`config.mk`:
```
export PLATFORM = sky130hd
export DESIGN_NAME = least_loaded_queue_dispatch_top
export DESIGN_NICKNAME = d
export VERILOG_FILES = /design/src/sv/llqd_pkg.sv /design/src/sv/llqd_ram.sv /design/src/sv/llqd_queue_ctrl.sv /design/src/sv/least_loaded_queue_dispatch_top.sv
export SDC_FILE = /design/constraint.sdc
export NUM_CORES = 2
export LEC_CHECK = 0
export BUFFER_PORTS_ARGS = -buffer_cell sky130_fd_sc_hd__clkbuf_2
export CAP_MARGIN = 10
export CORE_ASPECT_RATIO = 1.2
export CORE_MARGIN = 2
export CORE_UTILIZATION = 45
export CTS_CLUSTER_DIAMETER = 80
export DETAILED_ROUTE_END_ITERATION = 7
export GPL_ROUTABILITY_DRIVEN = 1
export PLACE_DENSITY = 0.74
export SYNTH_ARGS = -nofsm -noshare
export SYNTH_HDL_FRONTEND = slang
export SYNTH_HIERARCHICAL = 1
export SYNTH_SLANG_ARGS = --single-unit
export TNS_END_PERCENT = 30
```
`constraint.sdc`:
```
create_clock -name clock -period 5.6 [get_ports clock]
set_clock_uncertainty 0.15 [all_clocks]
set_input_delay 0.28 -clock clock [delete_from_list [all_inputs] [get_ports clock]]
set_output_delay 0.28 -clock clock [all_outputs]
set_load 0.005 [all_outputs]
```
`src/sv/llqd_pkg.sv`:
```
// Shared types and constants for the least-loaded queue dispatcher.
// No dependencies; llqd_queue_ctrl, the top and the checker import this package.
package llqd_pkg;

   localparam int NUM_QUEUES          = 3;
   localparam int QUEUE_DEPTH_DEFAULT = 16;
   localparam int ID_W                = 16;
   localparam int WEIGHT_W            = 16;
   localparam int ENTRY_W             = ID_W + WEIGHT_W;
   localparam int LINE_W              = 2;
   localparam int KIND_W              = 2;

   // operation codes
   localparam logic OP_JOIN     = 1'b0;
   localparam logic OP_CHECKOUT = 1'b1;

   // result kinds
   localparam logic [KIND_W-1:0] KIND_JOIN   = 2'd0;
   localparam logic [KIND_W-1:0] KIND_DEPART = 2'd1;
   localparam logic [KIND_W-1:0] KIND_EMPTY  = 2'd2;

   // queue numbers
   localparam logic [LINE_W-1:0] LINE_0 = 2'd0;
   localparam logic [LINE_W-1:0] LINE_1 = 2'd1;
   localparam logic [LINE_W-1:0] LINE_2 = 2'd2;

   typedef struct packed {
      logic                operation;
      logic [ID_W-1:0]     customer_id;
      logic [WEIGHT_W-1:0] item_count;
   } req_type;

   typedef struct packed {
      logic [KIND_W-1:0]   result_kind;
      logic [LINE_W-1:0]   line_number;
      logic [ID_W-1:0]     customer_id_out;
      logic [WEIGHT_W-1:0] item_count_out;
      logic                rejected;
      logic                last_result;
   } rsp_type;

   // update requests to the queue bookkeeping
   typedef struct packed {
      logic                push;
      logic [LINE_W-1:0]   push_q;
      logic [WEIGHT_W-1:0] push_w;
      logic                pop;
      logic [LINE_W-1:0]   pop_q;
      logic                sub;
      logic [LINE_W-1:0]   sub_q;
      logic [WEIGHT_W-1:0] sub_w;
   } qop_type;

endpackage

```
`src/sv/llqd_ram.sv`:
```
// Generic single-clock RAM: one write port, one read port, registered read.
// No dependencies.
module llqd_ram #(
   parameter int WIDTH = 32,
   parameter int DEPTH = 48,
   localparam int ADDR_W = $clog2(DEPTH)
) (
   input  logic              clock,
   input  logic              wr_en,
   input  logic [ADDR_W-1:0] wr_addr,
   input  logic [WIDTH-1:0]  wr_data,
   input  logic              rd_en,
   input  logic [ADDR_W-1:0] rd_addr,
   output logic [WIDTH-1:0]  rd_data
);

   logic [WIDTH-1:0] mem_ff [DEPTH];
   logic [WIDTH-1:0] rd_data_ff;

   always_ff @(posedge clock) begin
      if (wr_en) begin
         mem_ff[wr_addr] <= wr_data;
      end
      if (rd_en) begin
         rd_data_ff <= mem_ff[rd_addr];
      end
   end

   assign rd_data = rd_data_ff;

endmodule

```
`src/sv/llqd_queue_ctrl.sv`:
```
// Per-queue bookkeeping: head and tail slots, occupancy and load totals,
// plus the least-loaded queue pick and non-empty mask. Depends on llqd_pkg.
module llqd_queue_ctrl #(
   parameter int QUEUE_DEPTH = llqd_pkg::QUEUE_DEPTH_DEFAULT,
   localparam int IDX_W = $clog2(QUEUE_DEPTH)
) (
   input  logic                         clock,
   input  logic                         reset,
   input  llqd_pkg::qop_type            qop,
   output logic [IDX_W-1:0]             head_idx [llqd_pkg::NUM_QUEUES],
   output logic [IDX_W-1:0]             tail_idx [llqd_pkg::NUM_QUEUES],
   output logic [llqd_pkg::LINE_W-1:0]  pick_q,
   output logic                         pick_full,
   output logic [llqd_pkg::NUM_QUEUES-1:0] nonempty
);
   import llqd_pkg::*;

   localparam int OCC_W  = $clog2(QUEUE_DEPTH + 1);
   localparam int LOAD_W = WEIGHT_W + OCC_W;

   logic [IDX_W-1:0]  head_ff [NUM_QUEUES];
   logic [IDX_W-1:0]  head_in [NUM_QUEUES];
   logic [IDX_W-1:0]  tail_ff [NUM_QUEUES];
   logic [IDX_W-1:0]  tail_in [NUM_QUEUES];
   logic [OCC_W-1:0]  occ_ff  [NUM_QUEUES];
   logic [OCC_W-1:0]  occ_in  [NUM_QUEUES];
   logic [LOAD_W-1:0] load_ff [NUM_QUEUES];
   logic [LOAD_W-1:0] load_in [NUM_QUEUES];
   logic [LOAD_W-1:0] sub_w_ext;

   function automatic logic [IDX_W-1:0] wrap_inc(input logic [IDX_W-1:0] idx);
      if (idx == IDX_W'(QUEUE_DEPTH - 1)) begin
         return '0;
      end
      return idx + IDX_W'(1);
   endfunction

   assign sub_w_ext = LOAD_W'(qop.sub_w);

   always_comb begin
      for (int i = 0; i < NUM_QUEUES; i++) begin
         head_in[i] = head_ff[i];
         tail_in[i] = tail_ff[i];
         occ_in[i]  = occ_ff[i];
         load_in[i] = load_ff[i];
         // push and pop never target the same queue in one cycle
         if (qop.push && qop.push_q == LINE_W'(i)) begin
            tail_in[i] = wrap_inc(tail_ff[i]);
            occ_in[i]  = occ_ff[i] + OCC_W'(1);
            load_in[i] = load_ff[i] + LOAD_W'(qop.push_w);
         end
         if (qop.pop && qop.pop_q == LINE_W'(i)) begin
            head_in[i] = wrap_inc(head_ff[i]);
            occ_in[i]  = occ_ff[i] - OCC_W'(1);
         end
         if (qop.sub && qop.sub_q == LINE_W'(i)) begin
            load_in[i] = (load_ff[i] >= sub_w_ext) ? load_ff[i] - sub_w_ext : '0;
         end
      end
   end

   always_ff @(posedge clock) begin
      if (reset) begin
         for (int i = 0; i < NUM_QUEUES; i++) begin
            head_ff[i] <= '0;
            tail_ff[i] <= '0;
            occ_ff[i]  <= '0;
            load_ff[i] <= '0;
         end
      end else begin
         head_ff <= head_in;
         tail_ff <= tail_in;
         occ_ff  <= occ_in;
         load_ff <= load_in;
      end
   end

   // ties favour the lower queue number
   always_comb begin
      priority if (load_ff[0] <= load_ff[1] && load_ff[0] <= load_ff[2]) begin
         pick_q = LINE_0;
      end else if (load_ff[1] <= load_ff[2]) begin
         pick_q = LINE_1;
      end else begin
         pick_q = LINE_2;
      end
   end

   assign pick_full = (occ_ff[pick_q] == OCC_W'(QUEUE_DEPTH));

   always_comb begin
      for (int i = 0; i < NUM_QUEUES; i++) begin
         nonempty[i] = (occ_ff[i] != '0);
      end
   end

   assign head_idx = head_ff;
   assign tail_idx = tail_ff;

endmodule

```
`src/sv/least_loaded_queue_dispatch_top.sv`:
```
// Least-loaded queue dispatcher: three job FIFOs sharing one job RAM.
// Depends on llqd_pkg, llqd_ram and llqd_queue_ctrl.
//
// Usage
//   A transaction is taken when start is high and busy is low. A join
//   (operation 0) goes to the queue with the smallest load total, ties to
//   the lower queue; a full queue rejects the job. A checkout (operation 1)
//   removes the head job of every non-empty queue in queue order.
//   Results appear on rsp_item for one cycle, flagged by rsp_strobe; the
//   last result of a transaction has last_result set.
// Timing and throughput
//   Join: result in the cycle after acceptance; busy stays low, so a join
//   can be taken every cycle. Checkout: the state turns to drain, a head
//   read of the job RAM is issued, the first departure is registered from
//   its data, the rest one per cycle; busy is high while the queues drain.
//   An all-empty checkout answers in the cycle after acceptance without
//   raising busy. The single job RAM read port sets the checkout rate.
// Reset clears all queues at once; the job RAM needs no clearing.
// The receiver cannot stall: every strobed result is taken as shown.
module least_loaded_queue_dispatch_top #(
   parameter int QUEUE_DEPTH = llqd_pkg::QUEUE_DEPTH_DEFAULT
) (
   input  logic              clock,
   input  logic              reset,
   input  logic              start,
   output logic              busy,
   input  llqd_pkg::req_type req_item,
   output logic              rsp_strobe,
   output llqd_pkg::rsp_type rsp_item
);
   import llqd_pkg::*;

   localparam int IDX_W    = $clog2(QUEUE_DEPTH);
   localparam int RAM_DEPTH = NUM_QUEUES * QUEUE_DEPTH;
   localparam int ADDR_W   = $clog2(RAM_DEPTH);

   typedef enum logic {ST_IDLE, ST_DRAIN} state_type;

   state_type               state_ff, state_in;
   logic [NUM_QUEUES-1:0]   mask_ff, mask_in, mask_rest;
   logic                    pend_valid_ff, pend_valid_in;
   logic [LINE_W-1:0]       pend_q_ff, pend_q_in;
   logic                    pend_last_ff, pend_last_in;
   logic                    rsp_valid_ff, rsp_valid_in;
   rsp_type                 rsp_ff, rsp_in;

   qop_type                 qop;
   logic [IDX_W-1:0]        head_idx [NUM_QUEUES];
   logic [IDX_W-1:0]        tail_idx [NUM_QUEUES];
   logic [LINE_W-1:0]       pick_q;
   logic                    pick_full;
   logic [NUM_QUEUES-1:0]   nonempty;

   logic                    accept;
   logic [LINE_W-1:0]       sel_q;
   logic                    ram_wr_en, ram_rd_en;
   logic [ADDR_W-1:0]       ram_wr_addr, ram_rd_addr;
   logic [ENTRY_W-1:0]      ram_wr_data, ram_rd_data;

   llqd_queue_ctrl #(.QUEUE_DEPTH(QUEUE_DEPTH)) u_qctrl (
      .clock     (clock),
      .reset     (reset),
      .qop       (qop),
      .head_idx  (head_idx),
      .tail_idx  (tail_idx),
      .pick_q    (pick_q),
      .pick_full (pick_full),
      .nonempty  (nonempty)
   );

   llqd_ram #(.WIDTH(ENTRY_W), .DEPTH(RAM_DEPTH)) u_job_ram (
      .clock   (clock),
      .wr_en   (ram_wr_en),
      .wr_addr (ram_wr_addr),
      .wr_data (ram_wr_data),
      .rd_en   (ram_rd_en),
      .rd_addr (ram_rd_addr),
      .rd_data (ram_rd_data)
   );

   function automatic logic [ADDR_W-1:0] slot_addr(input logic [LINE_W-1:0] q,
                                                   input logic [IDX_W-1:0]  slot);
      return ADDR_W'(q) * ADDR_W'(QUEUE_DEPTH) + ADDR_W'(slot);
   endfunction

   assign busy   = (state_ff != ST_IDLE);
   assign accept = start && !busy;

   // lowest queue still to be drained
   always_comb begin
      mask_rest = mask_ff;
      priority if (mask_ff[0]) begin
         sel_q        = LINE_0;
         mask_rest[0] = 1'b0;
      end else if (mask_ff[1]) begin
         sel_q        = LINE_1;
         mask_rest[1] = 1'b0;
      end else begin
         sel_q        = LINE_2;
         mask_rest[2] = 1'b0;
      end
   end

   always_comb begin
      state_in      = state_ff;
      mask_in       = mask_ff;
      pend_valid_in = 1'b0;
      pend_q_in     = pend_q_ff;
      pend_last_in  = pend_last_ff;
      rsp_valid_in  = 1'b0;
      rsp_in        = rsp_ff;
      qop           = '0;
      ram_wr_en     = 1'b0;
      ram_wr_addr   = slot_addr(pick_q, tail_idx[pick_q]);
      ram_wr_data   = {req_item.item_count, req_item.customer_id};
      ram_rd_en     = 1'b0;
      ram_rd_addr   = slot_addr(sel_q, head_idx[sel_q]);

      unique case (state_ff)
         ST_IDLE: begin
            if (accept) begin
               if (req_item.operation == OP_JOIN) begin
                  rsp_valid_in = 1'b1;
                  rsp_in       = '{result_kind:     KIND_JOIN,
                                   line_number:     pick_q,
                                   customer_id_out: req_item.customer_id,
                                   item_count_out:  req_item.item_count,
                                   rejected:        pick_full,
                                   last_result:     1'b1};
                  if (!pick_full) begin
                     ram_wr_en   = 1'b1;
                     qop.push    = 1'b1;
                     qop.push_q  = pick_q;
                     qop.push_w  = req_item.item_count;
                  end
               end else if (nonempty == '0) begin
                  rsp_valid_in = 1'b1;
                  rsp_in       = '{result_kind:     KIND_EMPTY,
                                   line_number:     LINE_0,
                                   customer_id_out: '0,
                                   item_count_out:  '0,
                                   rejected:        1'b0,
                                   last_result:     1'b1};
               end else begin
                  mask_in  = nonempty;
                  state_in = ST_DRAIN;
               end
            end
         end
         ST_DRAIN: begin
            // head read issued last cycle: report it and settle the load
            if (pend_valid_ff) begin
               rsp_valid_in = 1'b1;
               rsp_in       = '{result_kind:     KIND_DEPART,
                                line_number:     pend_q_ff,
                                customer_id_out: ram_rd_data[ID_W-1:0],
                                item_count_out:  ram_rd_data[ENTRY_W-1:ID_W],
                                rejected:        1'b0,
                                last_result:     pend_last_ff};
               qop.sub      = 1'b1;
               qop.sub_q    = pend_q_ff;
               qop.sub_w    = ram_rd_data[ENTRY_W-1:ID_W];
            end
            if (mask_ff != '0) begin
               ram_rd_en     = 1'b1;
               qop.pop       = 1'b1;
               qop.pop_q     = sel_q;
               pend_valid_in = 1'b1;
               pend_q_in     = sel_q;
               pend_last_in  = (mask_rest == '0);
               mask_in       = mask_rest;
            end else begin
               state_in = ST_IDLE;
            end
         end
         default: begin
            state_in = ST_IDLE;
         end
      endcase
   end

   always_ff @(posedge clock) begin
      if (reset) begin
         state_ff      <= ST_IDLE;
         mask_ff       <= '0;
         pend_valid_ff <= 1'b0;
         rsp_valid_ff  <= 1'b0;
      end else begin
         state_ff      <= state_in;
         mask_ff       <= mask_in;
         pend_valid_ff <= pend_valid_in;
         rsp_valid_ff  <= rsp_valid_in;
      end
      pend_q_ff    <= pend_q_in;
      pend_last_ff <= pend_last_in;
      rsp_ff       <= rsp_in;
   end

   assign rsp_strobe = rsp_valid_ff;
   assign rsp_item   = rsp_ff;

endmodule

```
==> impl_metrics.env <==
export IMPL_outcome="complete, no violations"
export IMPL_period_share_pct=98.5
export IMPL_setup_viol=0
export IMPL_vias=44400
export IMPL_synth_top_family_by_area="multiplexers"
export IMPL_synth_mux_area_share_pct=11.9
export IMPL_yosysTopAreaCell="edfxtp_1"
export IMPL_viasPerCell=6.12
export IMPL_rows=163
export IMPL_yosysTopAreaCellShare_pct=65.1
export IMPL_holdCritPathClass="in2reg"
export IMPL_overflow=0
export IMPL_maxCapViolCount=0
export IMPL_rr_startpoint="u_qctrl/load_ff[20]"
export IMPL_min_from="req_item[1]"
export IMPL_drt_pass1_iterations=5
export IMPL_fin_area_sq_um=85200
export IMPL_synth_seq_area_share_pct=68.0
export IMPL_ioPinCount=76
export IMPL_avgSynthCellArea_sq_um=16.1
export IMPL_clockRootBuffer="clkbuf_16"
export IMPL_clk_pin_slew_ns=0.07
export IMPL_p_leak_nw=27.6
export IMPL_core_area_sq_um=164000
export IMPL_grt_pass1_wl_microns=293000
export IMPL_post_cts_buffers=0
export IMPL_synth_top_flop_cell="edfxtp_1"
export IMPL_min_period_ns=5.51
export IMPL_final_nets=5197
export IMPL_whs_ns=0.0454
export IMPL_area_growth_pct=14.8
export IMPL_antenna_found_initial=7
export IMPL_finalPower_mw=37.2
export IMPL_layout_cells_non_filler=7261
export IMPL_synthAdderAreaFrac_pct=3.17
export IMPL_hold_viol=0
export IMPL_dieArea_sq_um=168000
export IMPL_io_buffers=75
export IMPL_drt_iter0_drc=4787
export IMPL_synth_edff_count=1609
export IMPL_wl_microns=201000
export IMPL_dpl_cell_count=6939
export IMPL_syn_instance_count=4619
export IMPL_gp_congestion=0.935
export IMPL_grt_use_total_pct=23.6
export IMPL_fp_dieW_microns=375
export IMPL_ys_seq_elements=1717
export IMPL_cp_data_required_time_ns=6.15
export IMPL_synth_distinct_cells=84
export IMPL_hpwl_microns=125000
export IMPL_end_kind="flip-flop"
export IMPL_start_util_pct=45.2
export IMPL_cp_slowest_cell="or3_1"
export IMPL_synth_compound_area_share_pct=9.34
export IMPL_cp_arrival_ns=6.06
export IMPL_final_max_slew_viol_count=0
export IMPL_antenna_left=0
export IMPL_synth_simple_area_share_pct=4.20
export IMPL_rsz0062_at_grt="yes"
export IMPL_worst_skew_pair_late_latency_ns=0.81
export IMPL_slew_headroom_pct=20.2
export IMPL_clock_path_buffers=3
export IMPL_synth_warnings=6
export IMPL_cpPeakStageDelay_ns=0.44
export IMPL_startpoint="u_qctrl/load_ff[20]"
export IMPL_async_flop_share_pct=0
export IMPL_worst_pin_slew_ns=1.20
export IMPL_critPathLaunchType="flip-flop"
export IMPL_max_freq_mhz=181
export IMPL_crit_chain="inv_1 > ha_1 > nand4_1 > or3_1 > a31o_2 > a21oi_2 > mux2_2 > mux2i_2 > nor4b_4 > buf_6 > buf_8 > and2_2 > ha_1 > buf_4 > nand3_1 > a211oi_4 > a2111oi_4 > buf_4 > and4b_1 > o21ai_2 > and2_1 > or3_1 > a22o_1"
export IMPL_htreeDepth=4
export IMPL_mappedNetlistArea_sq_um=74200
export IMPL_power_density_nw_per_um2=436
export IMPL_die_height_microns=449
export IMPL_path_max_fanout=25
export IMPL_worst_ir_drop_vdd_uv=748
export IMPL_cts_buffers=167
export IMPL_cts_tree="yes"
export IMPL_synth_xor_area_share_pct=1.00
export IMPL_cts_sinks=1717
export IMPL_drc=0
export IMPL_grt_max_degree=129
export IMPL_post_dp_cell_area_sq_um=79600
export IMPL_synthTopCellsByArea="edfxtp_1 (65%), mux2i_1 (7.1%), mux4_2 (4.9%), ha_1 (2.9%), dfxtp_1 (2.9%)"
export IMPL_syn_nets=4838
export IMPL_grt_pass1_vias=44200
export IMPL_drive_gt1_share_pct=18.8
export IMPL_crit_type="reg2reg"
export IMPL_wl_per_cell_microns=27.7
what timing repair did:
item | CTS | global route
endpoints found under the hold margin | 430 | 0
resized for setup | 18 | 54
gates cloned | 0 | 1
hold buffers | 14 | 0
pin swaps | 1 | 13
setup endpoints to repair | 292 | 493
critical path, delay by kind of cell (launching register included):
kind,cells,cell delay (ns)
buffers and inverters,5,0.70
and+or+nand+nor,8,1.88
muxes,2,0.59
AOI/OAI and AO/OA,6,1.09
DFF,1,0.34
adders and majority gates,2,0.65
per-stage QoR:
stage	util (%)	setup slack (ns)	setup TNS [ns]
after floorplan	-	-0.189	-11.67
after global placement	48.5	-0.675	-14.64
after detailed placement	48.5	-0.695	-16.45
after CTS	51.8	0.00785	0
after global routing	51.9	-0.132	-0.633
final	51.9	0.0857	0
layout by cell type (no fill, tap or decap), types with 63 or more instances in the layout:
master	Yosys	routed
edfxtp_1	1609	1609
mux2i_1	525	524
buf_4	28	280
a21oi_1	229	223
ha_1	174	172
clkbuf_16	0	170
nand2_1	172	169
mux4_2	160	160
a22oi_1	137	137
nor2_1	177	131
inv_1	111	109
dfxtp_1	108	103
a22o_1	99	99
o21ai_0	101	87
a221oi_1	82	81
clkbuf_2	0	74
a21o_1	63	63
area by class of cell:
type | instances | area [sq um]
clock buffers | 210 | 4400
flip-flops and latches | 1717 | 50500
well taps | 2145 | 2680
repair buffers | 424 | 3700
diodes | 5 | 12.5
multi-input cells | 2556 | 22800
inverters | 112 | 420
fillers | 12900 | 79000
clock inverters | 92 | 733
cell families after synthesis:
| group | Yosys count |
|---|---|
| AOI/OAI and AO/OA | 962 |
| xor gates and xnor gates | 85 |
| adders and majority gates | 183 |
| buffers and inverters | 346 |
| DFF | 1717 |
| muxes | 686 |
| and+or+nand+nor | 640 |
power by group:
group          switching, mW  internal [mW]  total, mW
Sequential             0.412           15.2       15.6
Combinational           6.92           4.02       10.9
Clock                   4.79           5.88       10.7
sequential cells by signal, indices dropped and copies added, names as in the netlist:
signal             count
u_job_ram/mem_ff    1536
u_qctrl/load_ff       63
rsp_item              38
u_job_ram/rd_data     32
u_qctrl/occ_ff        15
u_qctrl/head_idx      12
u_qctrl/tail_idx      12
mask_ff                3
pend_q_ff              2
busy                   1
pend_last_ff           1
pend_valid_ff          1
rsp_strobe             1
path summary, 6_finish.rpt:
check                                 end  slack, ns  depth (start not counted)
setup / recovery      u_qctrl/load_ff[38]       0.09                         23
hold / removal    u_job_ram/mem_ff[7][17]       0.05                          2
setup reg to reg      u_qctrl/load_ff[38]       0.09                         23
hold reg to reg         u_qctrl/occ_ff[7]       0.34                          2
routing by layer:
layer	vias to the layer above	global-route usage (%)	part of all wire, %
met4	8	7.77	3.1
met2	2144	40.4	50
met3	377	4.03	8.3
met1	22700	30.5	38
met5	-	0	0.026
li1	19300	-	-
Yosys cell counts (13+ instances only):
cell,n
nand2b_1,30
xor2_1,29
a221oi_1,82
a22o_1,99
a21oi_1,229
nor2_1,177
nand2_1,172
nor2b_1,25
nor3_1,50
a31oi_1,25
nand4_1,25
and3_1,26
a21o_1,63
xnor2_1,56
o22ai_1,33
buf_6,39
nor4_1,13
and2_1,29
a22oi_1,137
mux2i_1,525
dfxtp_1,108
mux4_2,160
o31ai_1,13
o21a_1,22
buf_2,27
buf_1,22
a211oi_1,46
o41ai_2,32
nand3_1,36
ha_1,174
buf_4,28
inv_1,111
clkbuf_1,117
o21ai_0,101
edfxtp_1,1609
(Power assumes the default switching activity.)
